File: src/rtl/h2e_pkg.sv
// Shared types, constants and CORDIC helpers for the pose-to-Euler core.
package h2e_pkg;

    localparam int CORDIC_STEPS = 14;
    localparam int ANG_TAB_LEN  = 24;
    localparam int CW           = 28;
    localparam int QUEUE_DEPTH  = 4;
    localparam int QW           = 2;
    localparam int IN_W         = 176;
    localparam int OUT_W        = 144;
    localparam int THR_W        = 30;

    localparam logic [0:0] REG_GIMBAL_THRESHOLD = 1'b0;
    localparam logic [0:0] REG_SWAP_YAW_ROLL    = 1'b1;

    localparam logic [THR_W-1:0]     THR_RESET   = 30'd26844;
    localparam logic signed [CW-1:0] HALF_PI_Z   = 28'sd26353589;
    localparam logic signed [15:0]   HALF_PI_OUT = 16'sd12868;
    localparam logic signed [17:0]   PI_OUT      = 18'sd25736;
    localparam logic signed [17:0]   GAIN_Q16    = 18'sd107922;

    localparam logic signed [CW-1:0] ANG_TAB [ANG_TAB_LEN] = '{
        28'sd13176795, 28'sd7778716, 28'sd4110060, 28'sd2086331,
        28'sd1047214,  28'sd524117,  28'sd262123,  28'sd131069,
        28'sd65536,    28'sd32768,   28'sd16384,   28'sd8192,
        28'sd4096,     28'sd2048,    28'sd1024,    28'sd512,
        28'sd256,      28'sd128,     28'sd64,      28'sd32,
        28'sd16,       28'sd8,       28'sd4,       28'sd2
    };

    typedef struct packed {
        logic signed [CW-1:0] x;
        logic signed [CW-1:0] y;
        logic signed [CW-1:0] z;
        logic                 zero;
    } t_cv;

    typedef struct packed {
        logic signed [31:0] tx;
        logic signed [31:0] ty;
        logic signed [31:0] tz;
    } t_pos;

    typedef struct packed {
        t_pos                 pos;
        logic signed [16:0]   ay;
        logic signed [16:0]   ax;
        logic signed [15:0]   ry;
        logic signed [15:0]   rx;
        logic signed [CW-1:0] ny;
        logic                 lock;
        logic                 pdown;
    } t_job;

    typedef struct packed {
        t_pos                 pos;
        logic signed [CW-1:0] ny;
        logic                 lock;
        logic                 pdown;
        logic signed [15:0]   yaw;
        logic signed [15:0]   roll;
    } t_pl;

    function automatic t_cv cordic_init(input logic signed [CW-1:0] y,
                                        input logic signed [CW-1:0] x);
        t_cv v;
        v.zero = (x == '0) && (y == '0);
        v.x    = x;
        v.y    = y;
        v.z    = '0;
        if (x < 0) begin
            if (y >= 0) begin
                v.x = y;
                v.y = -x;
                v.z = HALF_PI_Z;
            end else begin
                v.x = -y;
                v.y = x;
                v.z = -HALF_PI_Z;
            end
        end
        return v;
    endfunction

    function automatic t_cv cordic_step(input t_cv v, input int i);
        t_cv                  r;
        logic signed [CW-1:0] xs;
        logic signed [CW-1:0] ys;
        xs     = v.x >>> i;
        ys     = v.y >>> i;
        r.zero = v.zero;
        if (v.y >= 0) begin
            r.x = v.x + ys;
            r.y = v.y - xs;
            r.z = v.z + ANG_TAB[i[4:0]];
        end else begin
            r.x = v.x - ys;
            r.y = v.y + xs;
            r.z = v.z - ANG_TAB[i[4:0]];
        end
        return r;
    endfunction

    function automatic logic signed [15:0] cordic_round(input t_cv v);
        logic signed [CW:0]    zr;
        logic signed [CW-11:0] q;
        zr = {v.z[CW-1], v.z} + (CW+1)'(1024);
        q  = zr[CW:11];
        if (v.zero)
            return '0;
        if (q > PI_OUT)
            return 16'(PI_OUT);
        if (q < -PI_OUT)
            return 16'(-PI_OUT);
        return 16'(q);
    endfunction

endpackage

File: src/rtl/h2e_queue.sv
// Short job queue between the front end and the CORDIC back end.
module h2e_queue (
    input  logic          i_clk,
    input  logic          i_rst_n,
    input  logic          i_push,
    input  h2e_pkg::t_job i_job,
    output logic          o_full,
    input  logic          i_pop,
    output logic          o_valid,
    output h2e_pkg::t_job o_job
);

    h2e_pkg::t_job              r_mem [h2e_pkg::QUEUE_DEPTH];
    logic [h2e_pkg::QW-1:0]     r_wr, r_rd;
    logic [h2e_pkg::QW:0]       r_cnt;
    logic                       pop;

    assign o_full  = (r_cnt == (h2e_pkg::QW+1)'(h2e_pkg::QUEUE_DEPTH));
    assign o_valid = (r_cnt != '0);
    assign o_job   = r_mem[r_rd];
    assign pop     = i_pop && o_valid;

    always_ff @(posedge i_clk) begin
        if (!i_rst_n) begin
            r_wr  <= '0;
            r_rd  <= '0;
            r_cnt <= '0;
        end else begin
            if (i_push)
                r_wr <= r_wr + 1'b1;
            if (pop)
                r_rd <= r_rd + 1'b1;
            if (i_push && !pop)
                r_cnt <= r_cnt + 1'b1;
            else if (!i_push && pop)
                r_cnt <= r_cnt - 1'b1;
        end
    end

    always_ff @(posedge i_clk) begin
        if (i_push)
            r_mem[r_wr] <= i_job;
    end

endmodule

File: config.mk
export PLATFORM = sky130hd
export DESIGN_NAME = h2e_queue
export DESIGN_NICKNAME = d
export VERILOG_FILES = /design/src/rtl/h2e_pkg.sv /design/src/rtl/h2e_queue.sv
export SDC_FILE = /design/constraint.sdc
export NUM_CORES = 1
export LEC_CHECK = 0
export ABC_AREA = 1
export BUFFER_PORTS_ARGS = -buffer_cell sky130_fd_sc_hd__buf_4
export CORE_MARGIN = 10
export CORE_UTILIZATION = 47
export CTS_BUF_LIST = sky130_fd_sc_hd__clkbuf_8
export DETAILED_ROUTE_END_ITERATION = 10
export GPL_TIMING_DRIVEN = 1
export PLACE_DENSITY = 0.7
export SLEW_MARGIN = 20
export SYNTH_ARGS = -nofsm -noshare
export SYNTH_HDL_FRONTEND = slang
export SYNTH_SLANG_ARGS = --single-unit
File: constraint.sdc
create_clock -name i_clk -period 8 [get_ports i_clk]
set_clock_uncertainty 0.05 [all_clocks]
set_input_delay 0.4 -clock i_clk [delete_from_list [all_inputs] [get_ports i_clk]]
set_output_delay 0.4 -clock i_clk [all_outputs]
set_load 0.02 [all_outputs]
# After elaboration in Yosys (flattened, before gate mapping)
# Memories as Yosys holds them, arrays and structs flattened. A register that Yosys moved wholly into a read port is not among the register bits.
# Index checks and enable logic that the tools add are counted.
[totals]
out_inout_bits = 194
n_memories = 1
ram_bits = 768
word_cells = 22
inputBits = 196
reg_bits = 7
[memory_table]
columns = ["memory", "depth", "width", "read_ports", "rd_ports_with_merged_regs", "write_ports", "line", "text"]
rows = [
  ["r_mem", 4, 192, 1, 1, 1, "h2e_queue.sv:13", "h2e_pkg::t_job r_mem [h2e_pkg::QUEUE_DEPTH];"],
]
[op_classes]
n_mux = 6
eq_ne = 1
n_reduce_logical = 7
addsub = 4
[op_table]
columns = ["operator", "n"]
rows = [
  ["$mux 3", 2],
  ["$add 2x1->2 const B", 2],
  ["$mux 2", 2],
  ["$add 3x1->3 const B", 1],
  ["$eq 3x3->1 const B", 1],
  ["$logic_and 1x1->1", 3],
  ["$reduce_bool 3->1", 1],
  ["$sub 3x1->3 const B", 1],
  ["$logic_not 1->1", 2],
  ["$mux 1", 2],
  ["$reduce_bool 2->1", 1],
]

# Logic depth before layout (Yosys ltp)
[depth]
ltp_word = 5
depth_mapped = 12

# Worst setup path after synthesis
# OpenSTA, ideal clock, no wires.
[synth_path]
kind = "reg2reg"
startpoint = "register r_wr[0] (netlist name)"
endpoint = "memory r_mem[2][0] (netlist name), enable pin"
setup_slack_ns = 3.131
t_arrival_ns = 4.275
path_stages_with_launch = 5
path_cell_list = "dfxtp_1 > inv_1 > ha_1 > nand2_1 > inv_1"
[synth_rtl]
columns = ["item", "line", "text"]
rows = [
  ["from (decl)", "h2e_queue.sv:14", "logic [h2e_pkg::QW-1:0] r_wr, r_rd;"],
  ["from (signal assigned)", "h2e_queue.sv:30", "r_wr <= r_wr + 1'b1;"],
  ["to (decl)", "h2e_queue.sv:13", ""],
]
# Straight into the memory's write port.

==> flow_summary_export.csv <==
group,metric,value,unit
finish,final.fill_count,4493,
yosys,synth.top_cells.by_area,"sky130_fd_sc_hd__edfxtp_1, sky130_fd_sc_hd__nor2_1, sky130_fd_sc_hd__o21ai_0, sky130_fd_sc_hd__o22ai_1, sky130_fd_sc_hd__o21ai_1",
sta,slew-limit-headroom,19.7,%
place,place_area,32200,sq um
finish,final_cell_mix,"sky130_fd_sc_hd__edfxtp_1, sky130_fd_sc_hd__buf_4, sky130_fd_sc_hd__nor2_1",
yosys,syn-cell-area,28900,sq um
place,post-place-ws,4.27,ns
finish,final_core_util,60.0,%
hold_path,holdPathEnd,"r_mem[2][55]$_DFFE_PP_",
yosys,synth_area_leader_cell,"sky130_fd_sc_hd__edfxtp_1",
yosys,synth-seq-cells,777,
yosys,synth_warnings,0,
detailed_routing,detailroute.wirelength.met3,6690,microns
floorplanning,floorplan.die_area,71900,sq um
sta,final_hold_viol_count,0,
place,dp.final_hpwl,38300,microns
worst_setup_path,worst-endpoint-required,7.55,ns
hold_path,min-delay-path-class,"in -> reg",
detailed_routing,highest_metal_used,"met5",
finish,layout-drive-gt1-share,21.4,%
detailed_routing,avgViaCountPerCell,5.43,
worst_setup_path,regToRegEndpoint,"r_mem[1][111]$_DFFE_PP_",
sta,rsz_0062_raised_after_global_routing,"no",
cts,clk_transition_reported_paths,0.07,ns
floorplanning,core_area,60700,sq um
floorplanning,pin_count,390,
detailed_routing,first_iter_violations,1824,
worst_setup_path,path_class,"reg -> out",
grt,grt_first_pass_wirelength,109000,microns
detailed_routing,finalWirelength,72200,microns
cts,cts_inserted_buffers,121,
yosys,netlist_instances,1920,
cts,clock_sinks,777,
sta,timing.final.max_slew_violations,0,
finish,area.growth.synth_to_final,25.9,%
grt,grt_antenna_before_repair,10,
status,run_status,"finished clean",
yosys,synth_cell_types,21,
sta,period_share,56.6,%
worst_setup_path,timing.critical_path.to_type,"output pin",
finish,final_common_cell,"sky130_fd_sc_hd__edfxtp_1",
flow_run,maxCapViolCount,0,
detailed_routing,wl_per_cell,21.2,microns
detailed_routing,wl_met1,28200,microns
worst_setup_path,depth_of_the_worst_register_to_register_path,5,
floorplanning,core.rowCount,90,
yosys,synth-seq-area-share,80.3,%
sta,timing.final.ws_setup,3.48,ns
grt,global_route.overflow_total,0,
detailed_routing,detail_route.first_pass.iterations,6,
worst_setup_path,critical_path.max_fanout,220,
floorplanning,die_width,268,microns
detailed_routing,wl_met2,35900,microns
sta,achievable-frequency,221,MHz
cts,cts_tree,"yes",
floorplanning,fp.dieH,268,microns
cts,cts_max_level,3,
cts,cts_max_path_buffers,3,
finish,finish.net_count,2713,
pwr,cellPowerDensity,295,nW/um^2
sta,layout_min_cycle_time,4.52,ns
hold_path,timing.hold.worst.start,"i_job[55]",
grt,grt_pass1_vias,19481,
pwr,total_power,10.7,mW
place,number_of_buffers_added_on_ports,389,
finish,design_area,36400,sq um
cts,clkLatencyLatePin,0.73,ns
place,gp_congestion,0.769,
floorplanning,effective_utilization_at_floorplan,47.7,%
grt,grtUsageTotal,19.5,%
sta,worst_tran_pin_value,1.21,ns
detailed_routing,dr_vias,18508,
sta,fin_setup_tns,0,ns
detailed_routing,postRouteAntennaNets,0,
sta,final-setup-viol-count,0,
worst_setup_path,setup.worst_path.start_class,"flip-flop",
cts,number_of_setup_buffers_added_after_cts,0,
yosys,syn-mean-instance-area,15.1,sq um
grt,grt_max_degree,221,
worst_setup_path,worst_reg2reg_path_startpoint,"r_wr[1]$_SDFFE_PN0P_",
hold_path,whs_path_depth,2,
worst_setup_path,timing.critical_path.arrival,4.07,ns
detailed_routing,drc_errors,0,
cts,cts_root_buf,"sky130_fd_sc_hd__clkbuf_8",
pwr,vdd_ir_drop_max,0.000197,V
yosys,syn-num-nets,2122,
pwr,leakagePower,13.0,nW
yosys,synth_top_area_share,79.7,%
worst_setup_path,regToRegSetupSlack,4.98,ns
-- cell usage after synthesis --
cell	n
sky130_fd_sc_hd__o22ai_1	192
sky130_fd_sc_hd__buf_4	8
sky130_fd_sc_hd__nand2_1	15
sky130_fd_sc_hd__inv_8	1
sky130_fd_sc_hd__dfxtp_1	9
sky130_fd_sc_hd__nand3_1	3
sky130_fd_sc_hd__inv_1	15
sky130_fd_sc_hd__edfxtp_1	768
sky130_fd_sc_hd__fa_1	1
sky130_fd_sc_hd__o21ai_0	271
sky130_fd_sc_hd__clkbuf_1	51
sky130_fd_sc_hd__clkbuf_2	10
sky130_fd_sc_hd__nor3_1	1
sky130_fd_sc_hd__xor2_1	1
sky130_fd_sc_hd__a21oi_1	5
sky130_fd_sc_hd__ha_1	5
sky130_fd_sc_hd__buf_2	22
sky130_fd_sc_hd__buf_8	4
sky130_fd_sc_hd__buf_6	32
sky130_fd_sc_hd__nor2_1	390
sky130_fd_sc_hd__o21ai_1	116
-- what timing repair did --
item                                   CTS  global route
hold buffers                           195             0
resized for setup                        0             0
endpoints found under the hold margin  777             0
-- critical path, cell delays in order (launching register included) --
cell                       delay [ns]
sky130_fd_sc_hd__dfxtp_4         0.89
sky130_fd_sc_hd__clkinv_8        0.75
sky130_fd_sc_hd__buf_4           0.68
sky130_fd_sc_hd__o21ai_0         0.28
sky130_fd_sc_hd__o22ai_1         0.10
sky130_fd_sc_hd__buf_4           0.17
-- power breakdown --
group / internal [mW] / switching [mW]
logic: 0.991 / 1.85
registers: 4.67 / 0.104
clock network: 1.60 / 1.52
total: 7.26 / 3.47
-- metal layers --
layer | vias to the layer above | track usage [%]
met3 | 103 | 5.86
met2 | 734 | 32.8
li1 | 8508 | -
met1 | 9157 | 23.8
met4 | 6 | 6.53
met5 | - | 0
-- stage by stage --
stage / hold slack [ns] / std cells
after detailed placement: 0.442 / 2975
after global placement: 0.429 / 2975
final: 0.362 / 3407
after CTS: 0.290 / 3398
after floorplan: 0.415 / 1920
after global routing: 0.331 / 3403
-- state kept, by name, indices dropped and copies added (netlist names), named ones only --
signal,count
r_wr,2
r_cnt,3
r_mem,768
r_rd,2
-- area by class of cell --
type	instances	area, sq um	area share, %
sequential	777	23200	63.8
clock inverter	105	599	1.64
multi-input combinational	1000	4790	13.2
clock buffer	123	1690	4.65
antenna	9	22.5	0.0618
inverter	16	115	0.316
tap	782	978	2.69
timing repair buffer	595	4980	13.7
-- worst max-delay path by stage --
stage	startpoint	to	slack, ns	cells after the start
2_1_floorplan	r_wr[0]$_SDFFE_PN0P_	r_mem[2][0]$_DFFE_PP_	3.13	4
3_3_place_gp	flip-flop	o_job[10]	4.37	5
3_5_place_dp	flip-flop	o_job[143]	4.27	5
4_1_cts	flip-flop	o_job[55]	3.47	5
5_1_grt	flip-flop	o_job[146]	3.28	5
6_report	flip-flop	o_job[174]	3.48	5
-- cells by family after synthesis --
kind of cell	after synthesis	share of synthesized area, %
AND/OR/NAND/NOR	409	5.32
XOR/XNOR	1	0.0303
buffers and inverters	143	3.11
adder cells (fa/ha/maj)	6	0.285
AO/OA/AOI/OAI	584	10.9
flip-flops	777	80.3
(Power assumes the default switching activity.)
