--- src/rtl/h2e_pkg.sv ---
// Shared types, constants and CORDIC helpers for the pose-to-Euler core.
package h2e_pkg;

    localparam int CORDIC_STEPS = 14;
    localparam int ANG_TAB_LEN  = 24;
    localparam int CW           = 28;
    localparam int QUEUE_DEPTH  = 4;
    localparam int QW           = 2;
    localparam int IN_W         = 176;
    localparam int OUT_W        = 144;
    localparam int THR_W        = 30;

    localparam logic [0:0] REG_GIMBAL_THRESHOLD = 1'b0;
    localparam logic [0:0] REG_SWAP_YAW_ROLL    = 1'b1;

    localparam logic [THR_W-1:0]     THR_RESET   = 30'd26844;
    localparam logic signed [CW-1:0] HALF_PI_Z   = 28'sd26353589;
    localparam logic signed [15:0]   HALF_PI_OUT = 16'sd12868;
    localparam logic signed [17:0]   PI_OUT      = 18'sd25736;
    localparam logic signed [17:0]   GAIN_Q16    = 18'sd107922;

    localparam logic signed [CW-1:0] ANG_TAB [ANG_TAB_LEN] = '{
        28'sd13176795, 28'sd7778716, 28'sd4110060, 28'sd2086331,
        28'sd1047214,  28'sd524117,  28'sd262123,  28'sd131069,
        28'sd65536,    28'sd32768,   28'sd16384,   28'sd8192,
        28'sd4096,     28'sd2048,    28'sd1024,    28'sd512,
        28'sd256,      28'sd128,     28'sd64,      28'sd32,
        28'sd16,       28'sd8,       28'sd4,       28'sd2
    };

    typedef struct packed {
        logic signed [CW-1:0] x;
        logic signed [CW-1:0] y;
        logic signed [CW-1:0] z;
        logic                 zero;
    } t_cv;

    typedef struct packed {
        logic signed [31:0] tx;
        logic signed [31:0] ty;
        logic signed [31:0] tz;
    } t_pos;

    typedef struct packed {
        t_pos                 pos;
        logic signed [16:0]   ay;
        logic signed [16:0]   ax;
        logic signed [15:0]   ry;
        logic signed [15:0]   rx;
        logic signed [CW-1:0] ny;
        logic                 lock;
        logic                 pdown;
    } t_job;

    typedef struct packed {
        t_pos                 pos;
        logic signed [CW-1:0] ny;
        logic                 lock;
        logic                 pdown;
        logic signed [15:0]   yaw;
        logic signed [15:0]   roll;
    } t_pl;

    function automatic t_cv cordic_init(input logic signed [CW-1:0] y,
                                        input logic signed [CW-1:0] x);
        t_cv v;
        v.zero = (x == '0) && (y == '0);
        v.x    = x;
        v.y    = y;
        v.z    = '0;
        if (x < 0) begin
            if (y >= 0) begin
                v.x = y;
                v.y = -x;
                v.z = HALF_PI_Z;
            end else begin
                v.x = -y;
                v.y = x;
                v.z = -HALF_PI_Z;
            end
        end
        return v;
    endfunction

    function automatic t_cv cordic_step(input t_cv v, input int i);
        t_cv                  r;
        logic signed [CW-1:0] xs;
        logic signed [CW-1:0] ys;
        xs     = v.x >>> i;
        ys     = v.y >>> i;
        r.zero = v.zero;
        if (v.y >= 0) begin
            r.x = v.x + ys;
            r.y = v.y - xs;
            r.z = v.z + ANG_TAB[i[4:0]];
        end else begin
            r.x = v.x - ys;
            r.y = v.y + xs;
            r.z = v.z - ANG_TAB[i[4:0]];
        end
        return r;
    endfunction

    function automatic logic signed [15:0] cordic_round(input t_cv v);
        logic signed [CW:0]    zr;
        logic signed [CW-11:0] q;
        zr = {v.z[CW-1], v.z} + (CW+1)'(1024);
        q  = zr[CW:11];
        if (v.zero)
            return '0;
        if (q > PI_OUT)
            return 16'(PI_OUT);
        if (q < -PI_OUT)
            return 16'(-PI_OUT);
        return 16'(q);
    endfunction

endpackage

--- src/rtl/h2e_front.sv ---
// Front end: squares, gimbal classification and operand selection.
module h2e_front (
    input  logic                        i_clk,
    input  logic                        i_rst_n,
    input  logic                        i_valid,
    output logic                        o_ready,
    input  logic [h2e_pkg::IN_W-1:0]    i_data,
    input  logic [h2e_pkg::THR_W-1:0]   i_thr,
    input  logic                        i_full,
    output logic                        o_push,
    output h2e_pkg::t_job               o_job
);

    logic signed [15:0] m00, m10, m20, m21, m22;
    logic signed [16:0] n20;

    logic               r_v;
    logic [31:0]        r_sq00, r_sq10, r_sq21, r_sq22;
    logic signed [34:0] r_prod;
    logic signed [15:0] r_m00, r_m10, r_m20, r_m21, r_m22;
    h2e_pkg::t_pos      r_pos;

    logic [31:0]        s0, s1;
    logic signed [34:0] nyr;

    assign m00 = i_data[15:0];
    assign m10 = i_data[31:16];
    assign m20 = i_data[47:32];
    assign m21 = i_data[63:48];
    assign m22 = i_data[79:64];
    assign n20 = -{m20[15], m20};

    assign o_ready = !r_v || !i_full;
    assign o_push  = r_v && !i_full;

    always_ff @(posedge i_clk) begin
        if (!i_rst_n) begin
            r_v <= 1'b0;
        end else if (o_ready) begin
            r_v <= i_valid;
        end
    end

    always_ff @(posedge i_clk) begin
        if (o_ready) begin
            r_sq00 <= 32'(m00 * m00);
            r_sq10 <= 32'(m10 * m10);
            r_sq21 <= 32'(m21 * m21);
            r_sq22 <= 32'(m22 * m22);
            r_prod <= 35'(n20 * h2e_pkg::GAIN_Q16);
            r_m00  <= m00;
            r_m10  <= m10;
            r_m20  <= m20;
            r_m21  <= m21;
            r_m22  <= m22;
            r_pos.tx <= i_data[111:80];
            r_pos.ty <= i_data[143:112];
            r_pos.tz <= i_data[175:144];
        end
    end

    always_comb begin
        s0  = r_sq00 + r_sq10;
        s1  = r_sq21 + r_sq22;
        nyr = (r_prod + 35'sd128) >>> 8;
        o_job.pos   = r_pos;
        o_job.lock  = (s0 <= {2'b00, i_thr}) || (s1 <= {2'b00, i_thr});
        o_job.pdown = (r_m20 > 0);
        o_job.ny    = h2e_pkg::CW'(nyr);
        o_job.ry    = r_m21;
        o_job.rx    = r_m22;
        if (!o_job.lock) begin
            o_job.ay = {r_m10[15], r_m10};
            o_job.ax = {r_m00[15], r_m00};
        end else if (o_job.pdown) begin
            o_job.ay = -{r_m21[15], r_m21};
            o_job.ax = -{r_m20[15], r_m20};
        end else begin
            o_job.ay = {r_m21[15], r_m21};
            o_job.ax = {r_m20[15], r_m20};
        end
    end

endmodule

--- config.mk ---
export PLATFORM = sky130hd
export DESIGN_NAME = h2e_front
export DESIGN_NICKNAME = d
export VERILOG_FILES = /design/src/rtl/h2e_pkg.sv /design/src/rtl/h2e_front.sv
export SDC_FILE = /design/constraint.sdc
export NUM_CORES = 2
export LEC_CHECK = 0
export CORE_MARGIN = 4
export CORE_UTILIZATION = 55
export DETAILED_ROUTE_END_ITERATION = 7
export DONT_BUFFER_PORTS = 1
export GPL_TIMING_DRIVEN = 0
export PLACE_DENSITY = 0.7
export SYNTH_ARGS = -nofsm -noshare
export SYNTH_HDL_FRONTEND = slang
export SYNTH_SLANG_ARGS = --single-unit
--- constraint.sdc ---
create_clock -name i_clk -period 21 [get_ports i_clk]
set_clock_uncertainty 0.05 [all_clocks]
set_input_delay 1.05 -clock i_clk [delete_from_list [all_inputs] [get_ports i_clk]]
set_output_delay 1.05 -clock i_clk [all_outputs]
set_load 0.01 [all_outputs]
# Word level (Yosys, flattened, before mapping)
# Index checks and enable logic that the tools add are counted.
[totals] ff_bits=339 input_bits=210 output_inout_bits=194 elab_cells=35
[classes] n_addsub=6 mul=5 magnitude_cmp=3 n_mux=2 n_reduce_logical=5
[op_table] op="multiplier 16 x 16 -> 32 bit" count=4
[op_table] op="two-way mux 34 bit" count=2
[op_table] op="adder 32 bit" count=2
[op_table] op="less-or-equal comparator 32 x 30 -> 1 bit" count=2
[op_table] op="negator 17 bit" count=3
[op_table] op="adder 35 x 9 -> 35 bit (second input constant)" count=1
[op_table] op="multiplier 17 x 17 -> 34 bit (second input constant)" count=1
[op_table] op="greater-than comparator 16 x 1 -> 1 bit (second input constant)" count=1
[op_table] op="logical NOT 1 bit" count=2
[op_table] op="logical OR 1 bit" count=2
[op_table] op="logical AND 1 bit" count=1

# Depth between registers and ports, before layout
[logic_depth] word_depth=4 mapped_depth=28 mapped_depth_nobuf=28

# Least setup slack after synthesis
# No wires, ideal clock.
[synth_path] kind="in2out" startpoint="input port i_full" endpoint="output port o_ready" t_arrival_ns=7.886 required_ns=19.900 slack_ns=12.014 path_stages=1 n_path_buf=0 cell_sequence="nand2_1"
[synth_between] elab_chain_cells=2
[synth_lines] element="from (decl)" line="h2e_front.sv:9" source="input logic i_full,"
[synth_lines] element="logical NOT 1 bit" line="h2e_front.sv:33" source="assign o_ready = !r_v || !i_full;"
[synth_lines] element="logical OR 1 bit" line="h2e_front.sv:33"
[synth_lines] element="to (decl)" line="h2e_front.sv:6" source="output logic o_ready,"
# Every way passes these cells.

# Worst setup path after layout
[layout_path] startpoint="input port i_data[35] in the netlist's numbering" endpoint="register r_prod[33], data pin"
[layout_between] elab_chain_cells=2
[layout_lines] element="from (decl)" line="h2e_front.sv:7" source="input logic [h2e_pkg::IN_W-1:0] i_data,"
[layout_lines] element="negator 17 bit" line="h2e_front.sv:31" source="assign n20 = -{m20[15], m20};"
[layout_lines] element="multiplier 17 x 17 -> 34 bit" line="h2e_front.sv:50" source="r_prod <= 35'(n20 * h2e_pkg::GAIN_Q16);"
[layout_lines] element="to (signal assigned)" line="h2e_front.sv:50"
[layout_lines] element="to (decl)" line="h2e_front.sv:19" source="logic signed [34:0] r_prod;"
# Every way passes these cells.
# A chain may end at the register's enable or synchronous reset.

==> reports/metrics.cfg <==
[timing]
finalCritPeriodShare_pct=39.65
rsz0062_at_grt=false
fmaxAchievable_mhz=120.1
setup_viol=0
final_max_slew_viol_count=0
finalWorstPathRequiredPeriod_ns=8.327
hold_violations=0
setup_tns_ns=0
slew_headroom_pct=28.17
worst_slew_pin_slew_ns=1.070

[routing]
drcViolationCount=0
detail_route.wl_per_cell_um=19.45
routed_wl_um=139600
firstDrtPassIters=5
avgViaCountPerCell=5.426
first_iter_violations=2403
dr_total_vias=38930
final_antenna_net_count=0

[clock_tree]
hold_buffers=0
cts_tree=yes
post_cts_buffers=0
ctsResizeCount=0
clk_pin_slew_ns=0.07
cts_sinks=325
clock_latency_ns=0.58
cts_made_buffers=41
clockBufferDepth=3
cts-root-buf=clkbuf_16
cts_max_level=2

[grt]
grt_pass1_vias=41480
grt.total_usage_pct=26.46
grt_overflow=0
grt_max_degree=68
grt_pass1_wl_um=222400
grt_antenna_before_repair=13

[logic_synthesis]
synth_nets=7551
ys_seq_area_share_pct=17.18
synth-seq-cells=325
avgSynthCellArea_um2=9.927
yosysUniqueCellTypes=84
netlist_instances=5716
synth-edff-count=324
yosysWarningCount=0
synth_ff_type=edfxtp_1
async_flop_share_pct=0
syn_area_um2=56740

[placed_design]
gp_congestion=0.9369
portBuffers=0
dp_hpwl_um=118900

[layout]
seq_area_um2=9749
drive_above_1_share_pct=2.312
finish.utilization_pct=58.79
syn2layout_area_growth_pct=5.707
num-nets-final=7600
fill_cells=8728
multiInputGateArea_um2=40780

[status]
status=complete, no violations

[critical_path]
path_class=in2reg
cp-start-kind=input port
worstPathRequired_ns=21.28
critPathMaxFanout=14
endpoint_kind=flip-flop
cp_num_buf_inv=7
slowest_stage=nor2_1
path_common_cell=inv_1
critPathMaxStageDelay_ns=0.54
arrival_ns=8.61
cp_top_family=adder cells

[die]
core-area_um2=102000
rows=117
die_w_um=329.2
initial_core_util_pct=55.61
pin_count=404
die_area_um2=108400
die_h_um=329.2

[job]
maxCapViolCount=0

[hold_path]
hp-class=in2reg

metal layers:
layer	share of wire [%]	GRT usage, %	wire length [um]
met5	0.042	0	59
met4	4.4	10.91	6162
met3	6.7	4.465	9359
met2	50	45.76	69710
met1	39	33.08	54270
kinds of logic (layout without fill, tap and decap cells):
logic type | count (synthesis) | in the layout | synth area share [%]
adder cells (fa/ha/maj) | 1625 | 1625 | 49.52
flip-flops | 325 | 325 | 17.18
buffers and inverters | 1644 | 1724 | 10.97
other | 0 | 11 | 0
AO/OA/AOI/OAI | 643 | 643 | 7.325
AND/OR/NAND/NOR | 1133 | 1133 | 9.535
XOR/XNOR | 324 | 324 | 5.001
multiplexers | 22 | 22 | 0.4653
per-stage QoR:
stage | cells | area, um^2 | worst slack [ns] | hold slack, ns
final | 7175 | 59980 | 12.67 | 0.4977
after CTS | 7163 | 59940 | 12.58 | 0.4535
after global placement | 7084 | 58450 | 9.028 | 0.4558
after floorplan | 5716 | 56740 | 12.01 | 0.4365
after global routing | 7172 | 59970 | 12.21 | 0.4607
after detailed placement | 7089 | 58600 | 11.95 | 0.5114
cells in the final DEF, fill, tap and decap left out, drive strengths merged, types with 11 or more instances in the layout:
master and count:
o31ai 14, clkbuf 147, nor2 242, a31oi 26, ha 590, o21ai 118, xor2 71, nand3 59
and3 20, o21a 35, fa 1035, o21bai 30, clkinv 11, a211oi 28, nand4 31, inv 1539
a21oi 203, edfxtp 324, nor4 14, or3 12, xnor2 253, a21o 105, diode 11, nand2b 42
mux2 17, and2 189, buf 21, nor2b 31, nor3 68, nand2 393
final timing paths:
kind / endpoint / cells after the start / slack [ns] / start
worst min-delay path: r_sq22[0] / 0 / 0.50 / i_data[64]
worst max register to register: r_m22[14] / 4 / 18.84 / r_v
worst max-delay path: r_prod[33] / 28 / 12.67 / i_data[35]
worst min register to register: r_v / 2 / 0.52 / r_v
flip-flops by register name, summed over array words and instances, names as in the netlist, 16 cells and up:
name and cells:
o_job 96, r_m20 16, r_prod 28, r_sq00 31, r_sq10 31, r_sq21 31, r_sq22 31
worst reg2reg max path: cells and delay by family, from the launching register on:
family,cells,cell delay (ns)
buffers and inverters,3,0.97
DFF,1,0.34
and+or+nand+nor,1,0.35
synthesized netlist by cell type (8+ instances only):
master | n | share of area (%)
inv_1 | 1530 | 10
fa_1 | 1035 | 37
ha_1 | 590 | 13
nand2_1 | 393 | 2.6
edfxtp_1 | 324 | 17
xnor2_1 | 253 | 3.9
nor2_1 | 242 | 1.6
a21oi_1 | 194 | 1.7
and2_1 | 188 | 2.1
o21ai_0 | 112 | 0.99
a21o_1 | 105 | 1.4
clkbuf_1 | 96 | 0.64
xor2_1 | 71 | 1.1
nor3_1 | 68 | 0.60
nand3_1 | 58 | 0.51
nand2b_1 | 42 | 0.46
o21a_1 | 35 | 0.46
nand4_1 | 31 | 0.34
nor2b_1 | 31 | 0.34
o21bai_1 | 30 | 0.40
a211oi_1 | 27 | 0.36
a31oi_1 | 26 | 0.29
and3_1 | 20 | 0.22
nor4_1 | 13 | 0.14
o31ai_1 | 13 | 0.17
mux2_2 | 11 | 0.22
or3_1 | 11 | 0.12
a21oi_2 | 9 | 0.14
a31o_2 | 9 | 0.14
and4_1 | 8 | 0.12
o211ai_1 | 8 | 0.11
or2_2 | 8 | 0.088
area by class of cell:
type / count / area share [%]
inverters: 1533 / 9.593
well taps: 1368 / 2.854
repair buffers: 6 / 0.2545
clock buffers: 51 / 1.844
multi-input cells: 3747 / 67.98
diodes: 11 / 0.04589
flip-flops and latches: 325 / 16.25
clock inverters: 23 / 0.3880
plain buffers: 111 / 0.7822
Power is not shown: default switching activity piles up to over one toggle a cycle in this logic, so the estimate is an artifact.
